<file path="src/sv/sorted_array_list_engine_unit_defines.svh">
// Assertion macros used by the sorted array list engine top level.
`ifndef SORTED_ARRAY_LIST_ENGINE_UNIT_DEFINES_SVH
`define SORTED_ARRAY_LIST_ENGINE_UNIT_DEFINES_SVH

`ifndef SYNTHESIS

`define SALE_ASSERT_IMP(label, ante, cons) \
    label: assert property (@(posedge clk) disable iff (!rst_n) (ante) |-> (cons)) \
        else $error("sale assertion failed");

`define SALE_ASSERT_NEXT(label, ante, cons) \
    label: assert property (@(posedge clk) disable iff (!rst_n) (ante) |=> (cons)) \
        else $error("sale assertion failed");

`else

`define SALE_ASSERT_IMP(label, ante, cons)

`define SALE_ASSERT_NEXT(label, ante, cons)

`endif

`endif

</file>
<file path="src/sv/sale_pkg.sv">
// Types and constants of the sorted array list engine.
package sale_pkg;

    localparam int DEPTH  = 16;
    localparam int ADDR_W = $clog2(DEPTH);
    localparam int CNT_W  = $clog2(DEPTH + 1);
    localparam int CMP_W  = (CNT_W > 5) ? CNT_W + 1 : 6;

    localparam logic [2:0] ACT_APPEND = 3'd0;
    localparam logic [2:0] ACT_INSERT = 3'd1;
    localparam logic [2:0] ACT_REMOVE = 3'd2;
    localparam logic [2:0] ACT_SORT   = 3'd3;
    localparam logic [2:0] ACT_SEARCH = 3'd4;

    localparam logic [1:0] ST_OK        = 2'd0;
    localparam logic [1:0] ST_FULL      = 2'd1;
    localparam logic [1:0] ST_INVALID   = 2'd2;
    localparam logic [1:0] ST_NOT_FOUND = 2'd3;

    typedef struct packed {
        logic [2:0]  action;
        logic [4:0]  position;
        logic [15:0] entry_key;
        logic [31:0] entry_payload;
    } req_t;

    typedef struct packed {
        logic [1:0]  status;
        logic [3:0]  found_index;
        logic [31:0] found_payload;
        logic [4:0]  entry_count;
    } rsp_t;

    typedef struct packed {
        logic [15:0] key;
        logic [31:0] payload;
    } rec_t;

    typedef enum logic [3:0] {
        S_IDLE,
        S_INS_RD,
        S_INS_WR,
        S_INS_PUT,
        S_REM_RD,
        S_REM_WR,
        S_SORT_RD_I,
        S_SORT_LD_I,
        S_SORT_RD_J,
        S_SORT_CMP,
        S_SORT_PUT,
        S_SRCH_RD,
        S_SRCH_CMP,
        S_FINISH
    } state_t;

endpackage

</file>
<file path="src/sv/sale_ram.sv">
// Generic single write port, single read port RAM with registered read data.
module sale_ram #(
    parameter int WIDTH = 48,
    parameter int DEPTH = 16
) (
    input  logic                     clk,
    input  logic                     we,
    input  logic [$clog2(DEPTH)-1:0] waddr,
    input  logic [WIDTH-1:0]         wdata,
    input  logic [$clog2(DEPTH)-1:0] raddr,
    output logic [WIDTH-1:0]         rdata
);

    logic [WIDTH-1:0] mem_reg [DEPTH];
    logic [WIDTH-1:0] rdata_reg;

    always_ff @(posedge clk)
    begin
        if (we)
        begin
            mem_reg[waddr] <= wdata;
        end
        rdata_reg <= mem_reg[raddr];
    end

    assign rdata = rdata_reg;

endmodule

</file>
<file path="src/sv/sorted_array_list_engine_unit.sv">
// Top level of the sorted array list engine: sequencer around one record RAM.
//
// Holds up to 16 records (16-bit key, 32-bit payload) in one RAM with a single
// read port whose read data are registered; every record move is a read then a
// write. Errors and unknown actions go straight to the result; insert and remove
// move the records behind the position one at a time; search probes at most 5
// records; sort is an insertion sort, its record shifts dominating. A new item
// is taken only once the previous one has left the sequencer; a finished result
// waits in the output register and does not hold up the next item's work.
`include "sorted_array_list_engine_unit_defines.svh"

module sorted_array_list_engine_unit (
    input  logic            clk,
    input  logic            rst_n,
    input  logic            req_valid,
    output logic            req_stall,
    input  sale_pkg::req_t  req,
    output logic            rsp_valid,
    input  logic            rsp_stall,
    output sale_pkg::rsp_t  rsp
);

    sale_pkg::state_t state_reg, state_next;

    logic [sale_pkg::CNT_W-1:0]  count_reg, count_next;
    logic [sale_pkg::CNT_W-1:0]  pos_reg, pos_next;
    logic [sale_pkg::CNT_W-1:0]  i_reg, i_next;
    logic [sale_pkg::CNT_W-1:0]  j_reg, j_next;
    logic [sale_pkg::CNT_W-1:0]  lo_reg, lo_next;
    logic [sale_pkg::CNT_W-1:0]  hi_reg, hi_next;
    logic [sale_pkg::ADDR_W-1:0] mid_reg, mid_next;
    logic [15:0]                 key_reg, key_next;
    logic [31:0]                 pay_reg, pay_next;
    logic [1:0]                  status_reg, status_next;
    logic [3:0]                  fidx_reg, fidx_next;
    logic [31:0]                 fpay_reg, fpay_next;
    logic                        rsp_valid_reg, rsp_valid_next;
    sale_pkg::rsp_t              rsp_reg, rsp_next;

    logic                        ram_we;
    logic [sale_pkg::ADDR_W-1:0] ram_waddr;
    sale_pkg::rec_t              ram_wdata;
    logic [sale_pkg::ADDR_W-1:0] ram_raddr;
    logic [$bits(sale_pkg::rec_t)-1:0] ram_rdata;
    sale_pkg::rec_t              rd_rec;

    logic                        accept;
    logic                        rsp_free;
    logic                        list_full;
    logic [sale_pkg::CMP_W-1:0]  count_ext;
    logic [sale_pkg::CMP_W-1:0]  ins_pos_ext;
    logic [sale_pkg::CMP_W-1:0]  rem_pos_ext;
    logic                        ins_bad_pos;
    logic                        rem_bad;
    logic                        rem_last;
    logic [sale_pkg::CNT_W:0]    mid_sum;
    logic [sale_pkg::ADDR_W-1:0] mid_calc;
    logic                        srch_hit;
    logic                        srch_less;
    logic [sale_pkg::CNT_W-1:0]  lo_step;
    logic [sale_pkg::CNT_W-1:0]  hi_step;
    logic                        srch_end;
    logic                        ins_end;
    logic                        rem_end;
    logic                        sort_end;
    logic                        sort_shift;

    sale_ram #(
        .WIDTH ($bits(sale_pkg::rec_t)),
        .DEPTH (sale_pkg::DEPTH)
    ) u_store (
        .clk   (clk),
        .we    (ram_we),
        .waddr (ram_waddr),
        .wdata (ram_wdata),
        .raddr (ram_raddr),
        .rdata (ram_rdata)
    );

    assign rd_rec    = sale_pkg::rec_t'(ram_rdata);
    assign req_stall = (state_reg != sale_pkg::S_IDLE);
    assign accept    = req_valid && (state_reg == sale_pkg::S_IDLE);
    assign rsp_free  = !rsp_valid_reg || !rsp_stall;
    assign rsp_valid = rsp_valid_reg;
    assign rsp       = rsp_reg;

    assign list_full   = (count_reg == sale_pkg::CNT_W'(sale_pkg::DEPTH));
    assign count_ext   = sale_pkg::CMP_W'(count_reg);
    assign rem_pos_ext = sale_pkg::CMP_W'(req.position);
    assign ins_pos_ext = (req.action == sale_pkg::ACT_APPEND) ? count_ext : rem_pos_ext;
    assign ins_bad_pos = (ins_pos_ext > count_ext);
    assign rem_bad     = (count_reg == '0) || (rem_pos_ext >= count_ext);
    assign rem_last    = ((rem_pos_ext + sale_pkg::CMP_W'(1)) >= count_ext);

    assign mid_sum  = (sale_pkg::CNT_W + 1)'(lo_reg) + (sale_pkg::CNT_W + 1)'(hi_reg)
                      - (sale_pkg::CNT_W + 1)'(1);
    assign mid_calc = mid_sum[sale_pkg::ADDR_W:1];

    assign srch_hit  = (rd_rec.key == key_reg);
    assign srch_less = (rd_rec.key < key_reg);
    assign lo_step   = srch_less ? sale_pkg::CNT_W'(mid_reg) + sale_pkg::CNT_W'(1) : lo_reg;
    assign hi_step   = srch_less ? hi_reg : sale_pkg::CNT_W'(mid_reg);
    assign srch_end  = srch_hit || (lo_step >= hi_step);

    assign ins_end    = (i_reg == pos_reg + sale_pkg::CNT_W'(1));
    assign rem_end    = ((sale_pkg::CNT_W + 1)'(i_reg) + (sale_pkg::CNT_W + 1)'(2))
                        >= (sale_pkg::CNT_W + 1)'(count_reg);
    assign sort_end   = ((sale_pkg::CNT_W + 1)'(i_reg) + (sale_pkg::CNT_W + 1)'(1))
                        >= (sale_pkg::CNT_W + 1)'(count_reg);
    assign sort_shift = (key_reg < rd_rec.key);

    always_comb
    begin
        state_next = state_reg;
        case (state_reg)
            sale_pkg::S_IDLE:
            begin
                if (accept)
                begin
                    case (req.action)
                        sale_pkg::ACT_APPEND, sale_pkg::ACT_INSERT:
                        begin
                            if (list_full || ins_bad_pos)
                                state_next = sale_pkg::S_FINISH;
                            else if (ins_pos_ext == count_ext)
                                state_next = sale_pkg::S_INS_PUT;
                            else
                                state_next = sale_pkg::S_INS_RD;
                        end
                        sale_pkg::ACT_REMOVE:
                        begin
                            if (rem_bad || rem_last)
                                state_next = sale_pkg::S_FINISH;
                            else
                                state_next = sale_pkg::S_REM_RD;
                        end
                        sale_pkg::ACT_SORT:
                        begin
                            if (count_reg <= sale_pkg::CNT_W'(1))
                                state_next = sale_pkg::S_FINISH;
                            else
                                state_next = sale_pkg::S_SORT_RD_I;
                        end
                        sale_pkg::ACT_SEARCH:
                        begin
                            if (count_reg == '0)
                                state_next = sale_pkg::S_FINISH;
                            else
                                state_next = sale_pkg::S_SRCH_RD;
                        end
                        default:
                            state_next = sale_pkg::S_FINISH;
                    endcase
                end
            end
            sale_pkg::S_INS_RD:
                state_next = sale_pkg::S_INS_WR;
            sale_pkg::S_INS_WR:
                state_next = ins_end ? sale_pkg::S_INS_PUT : sale_pkg::S_INS_RD;
            sale_pkg::S_INS_PUT:
                state_next = sale_pkg::S_FINISH;
            sale_pkg::S_REM_RD:
                state_next = sale_pkg::S_REM_WR;
            sale_pkg::S_REM_WR:
                state_next = rem_end ? sale_pkg::S_FINISH : sale_pkg::S_REM_RD;
            sale_pkg::S_SORT_RD_I:
                state_next = sale_pkg::S_SORT_LD_I;
            sale_pkg::S_SORT_LD_I:
                state_next = sale_pkg::S_SORT_RD_J;
            sale_pkg::S_SORT_RD_J:
                state_next = sale_pkg::S_SORT_CMP;
            sale_pkg::S_SORT_CMP:
            begin
                if (sort_shift && (j_reg != sale_pkg::CNT_W'(1)))
                    state_next = sale_pkg::S_SORT_RD_J;
                else
                    state_next = sale_pkg::S_SORT_PUT;
            end
            sale_pkg::S_SORT_PUT:
                state_next = sort_end ? sale_pkg::S_FINISH : sale_pkg::S_SORT_RD_I;
            sale_pkg::S_SRCH_RD:
                state_next = sale_pkg::S_SRCH_CMP;
            sale_pkg::S_SRCH_CMP:
                state_next = srch_end ? sale_pkg::S_FINISH : sale_pkg::S_SRCH_RD;
            sale_pkg::S_FINISH:
            begin
                if (rsp_free)
                    state_next = sale_pkg::S_IDLE;
            end
            default:
                state_next = sale_pkg::S_IDLE;
        endcase
    end

    always_comb
    begin
        count_next     = count_reg;
        pos_next       = pos_reg;
        i_next         = i_reg;
        j_next         = j_reg;
        lo_next        = lo_reg;
        hi_next        = hi_reg;
        mid_next       = mid_reg;
        key_next       = key_reg;
        pay_next       = pay_reg;
        status_next    = status_reg;
        fidx_next      = fidx_reg;
        fpay_next      = fpay_reg;
        rsp_next       = rsp_reg;
        rsp_valid_next = rsp_valid_reg && rsp_stall;
        ram_we         = 1'b0;
        ram_waddr      = '0;
        ram_wdata      = '0;
        ram_raddr      = '0;

        case (state_reg)
            sale_pkg::S_IDLE:
            begin
                if (accept)
                begin
                    key_next    = req.entry_key;
                    pay_next    = req.entry_payload;
                    status_next = sale_pkg::ST_OK;
                    fidx_next   = '0;
                    fpay_next   = '0;
                    lo_next     = '0;
                    hi_next     = count_reg;
                    case (req.action)
                        sale_pkg::ACT_APPEND, sale_pkg::ACT_INSERT:
                        begin
                            pos_next = sale_pkg::CNT_W'(ins_pos_ext);
                            i_next   = count_reg;
                            if (list_full)
                                status_next = sale_pkg::ST_FULL;
                            else if (ins_bad_pos)
                                status_next = sale_pkg::ST_INVALID;
                        end
                        sale_pkg::ACT_REMOVE:
                        begin
                            i_next = sale_pkg::CNT_W'(rem_pos_ext);
                            if (rem_bad)
                                status_next = sale_pkg::ST_INVALID;
                            else if (rem_last)
                                count_next = count_reg - sale_pkg::CNT_W'(1);
                        end
                        sale_pkg::ACT_SORT:
                            i_next = sale_pkg::CNT_W'(1);
                        sale_pkg::ACT_SEARCH:
                        begin
                            if (count_reg == '0)
                                status_next = sale_pkg::ST_NOT_FOUND;
                        end
                        default:
                            status_next = sale_pkg::ST_INVALID;
                    endcase
                end
            end
            sale_pkg::S_INS_RD:
                ram_raddr = sale_pkg::ADDR_W'(i_reg - sale_pkg::CNT_W'(1));
            sale_pkg::S_INS_WR:
            begin
                ram_we    = 1'b1;
                ram_waddr = i_reg[sale_pkg::ADDR_W-1:0];
                ram_wdata = rd_rec;
                i_next    = i_reg - sale_pkg::CNT_W'(1);
            end
            sale_pkg::S_INS_PUT:
            begin
                ram_we     = 1'b1;
                ram_waddr  = pos_reg[sale_pkg::ADDR_W-1:0];
                ram_wdata  = '{key: key_reg, payload: pay_reg};
                count_next = count_reg + sale_pkg::CNT_W'(1);
            end
            sale_pkg::S_REM_RD:
                ram_raddr = sale_pkg::ADDR_W'(i_reg + sale_pkg::CNT_W'(1));
            sale_pkg::S_REM_WR:
            begin
                ram_we    = 1'b1;
                ram_waddr = i_reg[sale_pkg::ADDR_W-1:0];
                ram_wdata = rd_rec;
                i_next    = i_reg + sale_pkg::CNT_W'(1);
                if (rem_end)
                    count_next = count_reg - sale_pkg::CNT_W'(1);
            end
            sale_pkg::S_SORT_RD_I:
                ram_raddr = i_reg[sale_pkg::ADDR_W-1:0];
            sale_pkg::S_SORT_LD_I:
            begin
                key_next = rd_rec.key;
                pay_next = rd_rec.payload;
                j_next   = i_reg;
            end
            sale_pkg::S_SORT_RD_J:
                ram_raddr = sale_pkg::ADDR_W'(j_reg - sale_pkg::CNT_W'(1));
            sale_pkg::S_SORT_CMP:
            begin
                if (sort_shift)
                begin
                    ram_we    = 1'b1;
                    ram_waddr = j_reg[sale_pkg::ADDR_W-1:0];
                    ram_wdata = rd_rec;
                    j_next    = j_reg - sale_pkg::CNT_W'(1);
                end
            end
            sale_pkg::S_SORT_PUT:
            begin
                ram_we    = 1'b1;
                ram_waddr = j_reg[sale_pkg::ADDR_W-1:0];
                ram_wdata = '{key: key_reg, payload: pay_reg};
                i_next    = i_reg + sale_pkg::CNT_W'(1);
            end
            sale_pkg::S_SRCH_RD:
            begin
                ram_raddr = mid_calc;
                mid_next  = mid_calc;
            end
            sale_pkg::S_SRCH_CMP:
            begin
                lo_next = lo_step;
                hi_next = hi_step;
                if (srch_hit)
                begin
                    fidx_next = 4'(mid_reg);
                    fpay_next = rd_rec.payload;
                end
                else if (srch_end)
                begin
                    status_next = sale_pkg::ST_NOT_FOUND;
                end
            end
            sale_pkg::S_FINISH:
            begin
                if (rsp_free)
                begin
                    rsp_valid_next        = 1'b1;
                    rsp_next.status       = status_reg;
                    rsp_next.found_index  = fidx_reg;
                    rsp_next.found_payload = fpay_reg;
                    rsp_next.entry_count  = 5'(count_reg);
                end
            end
            default:
            begin
                ram_we = 1'b0;
            end
        endcase
    end

    always_ff @(posedge clk or negedge rst_n)
    begin
        if (!rst_n)
        begin
            state_reg     <= sale_pkg::S_IDLE;
            count_reg     <= '0;
            rsp_valid_reg <= 1'b0;
        end
        else
        begin
            state_reg     <= state_next;
            count_reg     <= count_next;
            rsp_valid_reg <= rsp_valid_next;
        end
    end

    always_ff @(posedge clk)
    begin
        pos_reg    <= pos_next;
        i_reg      <= i_next;
        j_reg      <= j_next;
        lo_reg     <= lo_next;
        hi_reg     <= hi_next;
        mid_reg    <= mid_next;
        key_reg    <= key_next;
        pay_reg    <= pay_next;
        status_reg <= status_next;
        fidx_reg   <= fidx_next;
        fpay_reg   <= fpay_next;
        rsp_reg    <= rsp_next;
    end

    `SALE_ASSERT_IMP(a_count_in_range, 1'b1, count_reg <= sale_pkg::CNT_W'(sale_pkg::DEPTH))
    `SALE_ASSERT_NEXT(a_count_holds_when_idle, (state_reg == sale_pkg::S_IDLE) && !accept, count_reg == $past(count_reg))
    `SALE_ASSERT_NEXT(a_finish_delivers, (state_reg == sale_pkg::S_FINISH) && rsp_free, rsp_valid_reg && (state_reg == sale_pkg::S_IDLE))
    `SALE_ASSERT_IMP(a_miss_has_no_match, rsp_valid_reg && (rsp_reg.status != sale_pkg::ST_OK), (rsp_reg.found_index == 4'd0) && (rsp_reg.found_payload == 32'd0))

endmodule
</file>
<file path="config.mk">
export PLATFORM = sky130hd
export DESIGN_NAME = sorted_array_list_engine_unit
export DESIGN_NICKNAME = d
export VERILOG_FILES = /design/src/sv/sale_pkg.sv /design/src/sv/sale_ram.sv /design/src/sv/sorted_array_list_engine_unit.sv
export VERILOG_INCLUDE_DIRS = /design/src /design/src/sv
export SDC_FILE = /design/constraint.sdc
export NUM_CORES = 1
export LEC_CHECK = 0
export CORE_MARGIN = 2
export CORE_UTILIZATION = 30
export DETAILED_ROUTE_END_ITERATION = 6
export DONT_BUFFER_PORTS = 1
export HOLD_SLACK_MARGIN = 0.05
export SETUP_SLACK_MARGIN = 0.2
export SYNTH_ARGS = -nofsm -noshare
export SYNTH_HDL_FRONTEND = slang
export SYNTH_SLANG_ARGS = --single-unit
</file>
<file path="constraint.sdc">
create_clock -name clk -period 7.5 [get_ports clk]
set_input_delay 1.125 -clock clk [delete_from_list [all_inputs] [get_ports clk]]
set_output_delay 1.125 -clock clk [all_outputs]
set_load 0.005 [all_outputs]
</file>
# [After elaboration in Yosys (flattened, before gate mapping)]
# Memories as Yosys holds them, arrays and structs flattened. A register that Yosys moved wholly into a read port is not among the register bits.
# Cells that the tools add are included.
[totals] regBits=168 ram_bits=768 input_bits=60 out_inout_bits=45 elab_cells=169 memories=1
[mem_list] memory="u_store.mem_reg" words=16 width=48 rd=1 rd_clocked_by_memory_dff=1 wr=1 line_no="sale_ram.sv:14" text="logic [WIDTH-1:0] mem_reg [DEPTH];"
[classes] n_addsub=12 order_cmp=9 eq_ne=33 mux=62 n_reduce_logical=34
[ops] cell="$pmux 48 s3" n=1
[ops] cell="$pmux 32 s2" n=2
[ops] cell="$mux 32" n=3
[ops] cell="$mux 5" n=12
[ops] cell="$pmux 4 s14" n=1
[ops] cell="$mux 48" n=1
[ops] cell="$pmux 5 s3" n=3
[ops] cell="$mux 4" n=10
[ops] cell="$lt 16x16->1" n=2
[ops] cell="$pmux 16 s2" n=1
[ops] cell="$pmux 4 s4" n=2
[ops] cell="$pmux 5 s2" n=3
[ops] cell="$eq 4x4->1 const B" n=6
[ops] cell="$mux 2" n=10
[ops] cell="$pmux 4 s5" n=1
[ops] cell="$sub 5x1->5 const B" n=4
[ops] cell="$ge 6x5->1" n=3
[ops] cell="$ne 2x2->1 const B" n=9
[ops] cell="$eq 16x16->1" n=1
[ops] cell="$eq 4x3->1 const B" n=4
[ops] cell="$mux 16" n=1
[ops] cell="$add 5x1->5 const B" n=3
[ops] cell="$add 5x1->6 const B" n=2
[ops] cell="$eq 5x5->1" n=2
[ops] cell="36 further kinds" n=63

# [Logic depth before layout (Yosys ltp)]
[depth] word_depth=8 ltp_mapped=18 mapped_depth_nobuf=17

# [By module]
# From an unflattened synthesis, not the netlist that was laid out.
[unflattened] cells_unflattened=2087 hier_area_um2=39329.0
[modules_own_cells] module="sale_ram" n_inst=1 cells_each=1242 area_per_inst_um2=29691.0 seq_area_each_um2=24023.0
[modules_own_cells] module="sorted_array_list_engine_unit" n_inst=1 cells_each=845 area_per_inst_um2=9638.0 seq_area_each_um2=4994.8

# [Worst setup path before layout]
# OpenSTA, ideal clock, no wires.
[synth_path] path_kind="register to register" startpoint="register key_reg[1]" endpoint="memory u_store.mem_reg[8][0], enable pin" setup_ns=0.454 t_arrival_ns=4.147 t_required_ns=7.046 setup_slack_ns=2.899 stages_incl_launch_ff=9 n_path_buf=0 period_less_slack_ns=4.601 path_cell_list="edfxtp_1 -> ha_1 -> nor2b_1 -> o21a_1 -> o21a_1 -> o311ai_4 -> a31oi_1 -> or3_1 -> nor2_1"
[synth_via] elab_chain_len=5 elab_cells_between_ends=7 classes_between="order compare (1); mux (6)"
[synth_rtl] element="start, declared" line_no="sorted_array_list_engine_unit.sv:32" text="logic [15:0] key_reg, key_next;"
[synth_rtl] element="start signal, assigned" line_no="sorted_array_list_engine_unit.sv:373" text="key_reg <= key_next;"
[synth_rtl] element="$lt 16x16->1 (*)" line_no="sorted_array_list_engine_unit.sv:110" text="assign sort_shift = (key_reg < rd_rec.key);"
[synth_rtl] element="$mux 1" line_no="sorted_array_list_engine_unit.sv:297" text="if (sort_shift)"
[synth_rtl] element="$pmux 1 s2" line_no="sorted_array_list_engine_unit.sv:216" text="case (state_reg)"
[synth_rtl] element="$mux 1" line_no="sale_ram.sv:19" text="if (we)"
[synth_rtl] element="$mux 1 (implied by the code)" line_no="sale_ram.sv:21" text="mem_reg[waddr] <= wdata;"
[synth_rtl] element="end, declared" line_no="sale_ram.sv:14"
# Mark *: on every way between the ends. The rest lies on a longest branch, timed or not.

# [Worst setup path in the final report]
[layout_path] startpoint="register state_reg[3]" endpoint="memory u_store.mem_reg[7][32], enable pin"
[layout_via] elab_chain_len=5 elab_cells_between_ends=11 classes_between="eq/ne (5); mux (4); reduce/logical (2)"
[layout_rtl] element="start, declared" line_no="sorted_array_list_engine_unit.sv:23" text="sale_pkg::state_t state_reg, state_next;"
[layout_rtl] element="start signal, assigned" line_no="sorted_array_list_engine_unit.sv:353" text="state_reg <= sale_pkg::S_IDLE;"
[layout_rtl] element="start signal, assigned" line_no="sorted_array_list_engine_unit.sv:359" text="state_reg <= state_next;"
[layout_rtl] element="$eq 4x3->1, or another cell as far along" line_no="sorted_array_list_engine_unit.sv:216"
[layout_rtl] element="$reduce_or 4->1 (no source line)"
[layout_rtl] element="$pmux 1 s2" line_no="sorted_array_list_engine_unit.sv:216"
[layout_rtl] element="$mux 1" line_no="sale_ram.sv:19"
[layout_rtl] element="$mux 1 (implied by the code)" line_no="sale_ram.sv:21"
# Several ways; a longest one is shown, not always the timed one.

==> impl_metrics.tcl <==
set metrics [dict create \
    r2r_setup_slack_ns 2.90 \
    syn-num-nets 2858 \
    avgSynthCellArea_um2 15.2 \
    nNetsFinal 2813 \
    final_hold_viol_count 0 \
    cp_max_fo 26 \
    post_cts_buffers 0 \
    ys_types 81 \
    ys_ff_latch 984 \
    pre_cts_ws_ns 2.91 \
    fin_skew_ns 0.0301 \
    reg2reg_from "state_reg[3]" \
    hold_path.class "in2async" \
    cts_sinks 984 \
    final-setup-viol-count 0 \
    ir_worst_vdd_mv 0.920 \
    crit_arrival_ns 4.90 \
    grt_max_degree 233 \
    switchingPower_uw 8610 \
    status "finished clean" \
    synth_edf_count 926 \
    hold_buffers 0 \
    p_comb_share_pct 40.7 \
    syn_area_um2 41600 \
    ys.flop_type "edfxtp_1" \
    period_needed_ns 4.60 \
    grt_pass1_vias 22600 \
    die-area_um2 142000 \
    firstDrtPassIters 7 \
    path_clk_slew_ns 0.06 \
    p_per_area_nw_per_um2 484 \
    post_cts_resize_count 0 \
    finalCritPeriodShare_pct 61.3 \
    vias 23000 \
    root_buffer "clkbuf_16" \
    sequentialPowerShare_pct 36.5 \
    rr_worst_depth 7 \
    h-tree-depth 3 \
    netlist_instances 2732 \
    yosys_warnings 0 \
    nFillCells 13100 \
    clock_latency_ns 0.68 \
    fp.dieW_um 376 \
    whs_ns 0.140 \
    crit_required_ns 7.80 \
    numCtsBuffers 101 \
    track_usage_pct 13.6 \
    crit_path_start_kind "register" \
    ys_seq_area_share_pct 69.8 \
    p_clk_share_pct 22.8 \
    end_kind "register" \
    wirelength_mm 97.2 \
    wire_per_inst_um 21.3 \
    drtIter0Drc 2061 \
    io_buffers 0 \
    path_class "reg2reg" \
    rr_endpoint "u_store.mem_reg[7][32]" \
    fin_ws_ns 2.90 \
    tritoncts "done" \
    fmax_mhz 217 \
    worst_slew_pin_slew_ns 1.22 \
    slew_headroom_pct 18.1 \
    antenna_found_initial 8 \
    core_area_um2 137000 \
    clock_path_buffers 3 \
    die_h_um 376 \
    grt_pass1_wl_mm 147 \
    syn_to_final_growth_pct 12.3 \
    drt-vias-per-instance 5.02 \
    gp_congestion 0.803 \
    rsz0062_at_grt "no" \
    grt_overflow 0 \
    dp_hpwl_mm 54.7 \
    rows 136 \
    finalPower_uw 22600 \
    drv_slew 0 \
    largest_reg_flops 768 \
    drive_gt1_share_pct 10.2 \
    io_pins 105 \
    drc 0 \
    ant_nets 0 \
    setup_tns_ns 0 \
    async_flop_share_pct 1.02 \
    p_int_uw 14000 \
    swShare_pct 38.1 \
    start_util_pct 30.2 \
    max-cap-violations 0 \
    power_leakage_uw 0.0156 \
]
[cells in the mapped netlist, drive strengths merged (4+ instances only)]
master,instances,share of area [%]
edfxtp,926,67
nand3,396,4.8
mux2i,347,8.4
o211ai,194,3.5
buf,163,2.6
ha,65,2.0
nor2,57,0.52
nand2,55,0.50
a22o,49,1.0
dfxtp,48,2.3
inv,46,0.42
and2,42,0.63
mux2,40,1.1
o21ai,40,0.48
a21oi,30,0.39
clkbuf,26,0.23
xnor2,18,0.38
a21o,15,0.27
and3,15,0.23
xor2,12,0.25
nand2b,11,0.17
nor2b,11,0.17
nor3,11,0.14
dfrtp,10,0.60
nand4,10,0.15
a31oi,9,0.19
a211oi,6,0.11
a22oi,6,0.14
nor3b,6,0.12
a221o,5,0.12
o21a,5,0.090
o22ai,5,0.075
o31ai,5,0.12
a21boi,4,0.081
a32oi,4,0.10
[worst max-delay path by stage]
| stage | start | to | slack, ns | cells past startpoint |
|---|---|---|---|---|
| finish | state_reg[3] | u_store.mem_reg[7][32] | 2.90 | 7 |
| global route | state_reg[3] | u_store.mem_reg[7][29] | 2.49 | 7 |
| detailed placement | state_reg[3] | u_store.mem_reg[7][27] | 2.91 | 7 |
| CTS | state_reg[3] | u_store.mem_reg[7][29] | 2.91 | 7 |
| global placement | state_reg[3] | u_store.mem_reg[5][42] | 3.00 | 7 |
| floorplan | key_reg[1] | u_store.mem_reg[8][0] | 2.90 | 8 |
[final cells by class]
class                           count  area [um^2]  area share (%)
Sequential cell                   984        29000            62.2
Clock inverter                     58          629            1.35
Timing Repair Buffer               41          383           0.820
Tap cell                         1794         2240            4.81
Clock buffer                      133         2800            6.00
Inverter                           46          173           0.370
Antenna cell                        1         2.50         0.00536
Multi-Input combinational cell   1513        11400            24.5
[critical path, cell delays in order, from the launching register on]
cell	delay, ns
dfrtp_1	0.83
nand2b_1	0.26
nor2_1	0.75
and3_1	0.28
and3_1	0.17
o21ai_0	0.41
nor2_4	0.95
buf_4	0.55
[stage by stage]
step	cells	cell area, um^2	utilization, %
2_1_floorplan	2732	41600	-
3_3_place_gp	4378	43300	31.5
3_5_place_dp	4378	43300	31.5
4_1_cts	4569	46700	34.0
5_1_grt	4570	46700	34.0
6_report	4570	46700	34.0
[cells by family (layout without fill, tap and decap cells)]
| kind of cell | count (synthesis) | count (layout) | share of synthesized area (%) |
|---|---|---|---|
| multiplexers | 387 | 387 | 9.44 |
| AND/OR/NAND/NOR | 630 | 630 | 7.68 |
| other | 0 | 1 | 0 |
| XOR/XNOR | 30 | 30 | 0.632 |
| AO/OA/AOI/OAI | 400 | 400 | 7.25 |
| adder cells (fa/ha/maj) | 66 | 66 | 2.00 |
| buffers and inverters | 235 | 278 | 3.21 |
| flip-flops | 984 | 984 | 69.8 |
[power groups by stage]
stage | Combinational (uW) | Clock [uW] | Sequential, uW
2_1_floorplan | 7120 | 0 | 8170
3_3_place_gp | 9200 | 0 | 8350
3_5_place_dp | 9270 | 0 | 8360
4_1_cts | 9310 | 5250 | 8260
5_1_grt | 10100 | 5470 | 8350
6_report | 9180 | 5140 | 8250
[cell usage in the layout (no fill, tap or decap), types with 13 or more instances in the layout]
| master | instances |
|---|---|
| edfxtp_1 | 926 |
| nand3_1 | 395 |
| mux2i_1 | 347 |
| o211ai_1 | 194 |
| clkbuf_16 | 103 |
| ha_1 | 65 |
| nand2_1 | 53 |
| a22o_1 | 48 |
| dfxtp_1 | 48 |
| inv_1 | 46 |
| and2_1 | 42 |
| mux2_2 | 40 |
| o21ai_0 | 39 |
| nor2_1 | 39 |
| buf_4 | 35 |
| a21oi_1 | 26 |
| clkinv_2 | 20 |
| clkbuf_1 | 19 |
| xnor2_1 | 18 |
| nor2_4 | 17 |
| and3_1 | 15 |
| clkinv_1 | 14 |
| a21o_1 | 13 |
[layer usage]
layer / wire (um) / track usage (%) / vias to the layer above
met3: 4960 / 2.41 / 130
met1: 44500 / 18.8 / 11600
met2: 45900 / 21.9 / 580
met4: 1840 / 3.61 / 6
li1: - / - / 10600
met5: 39 / 0 / -
Power figures use the tool's default switching activity.
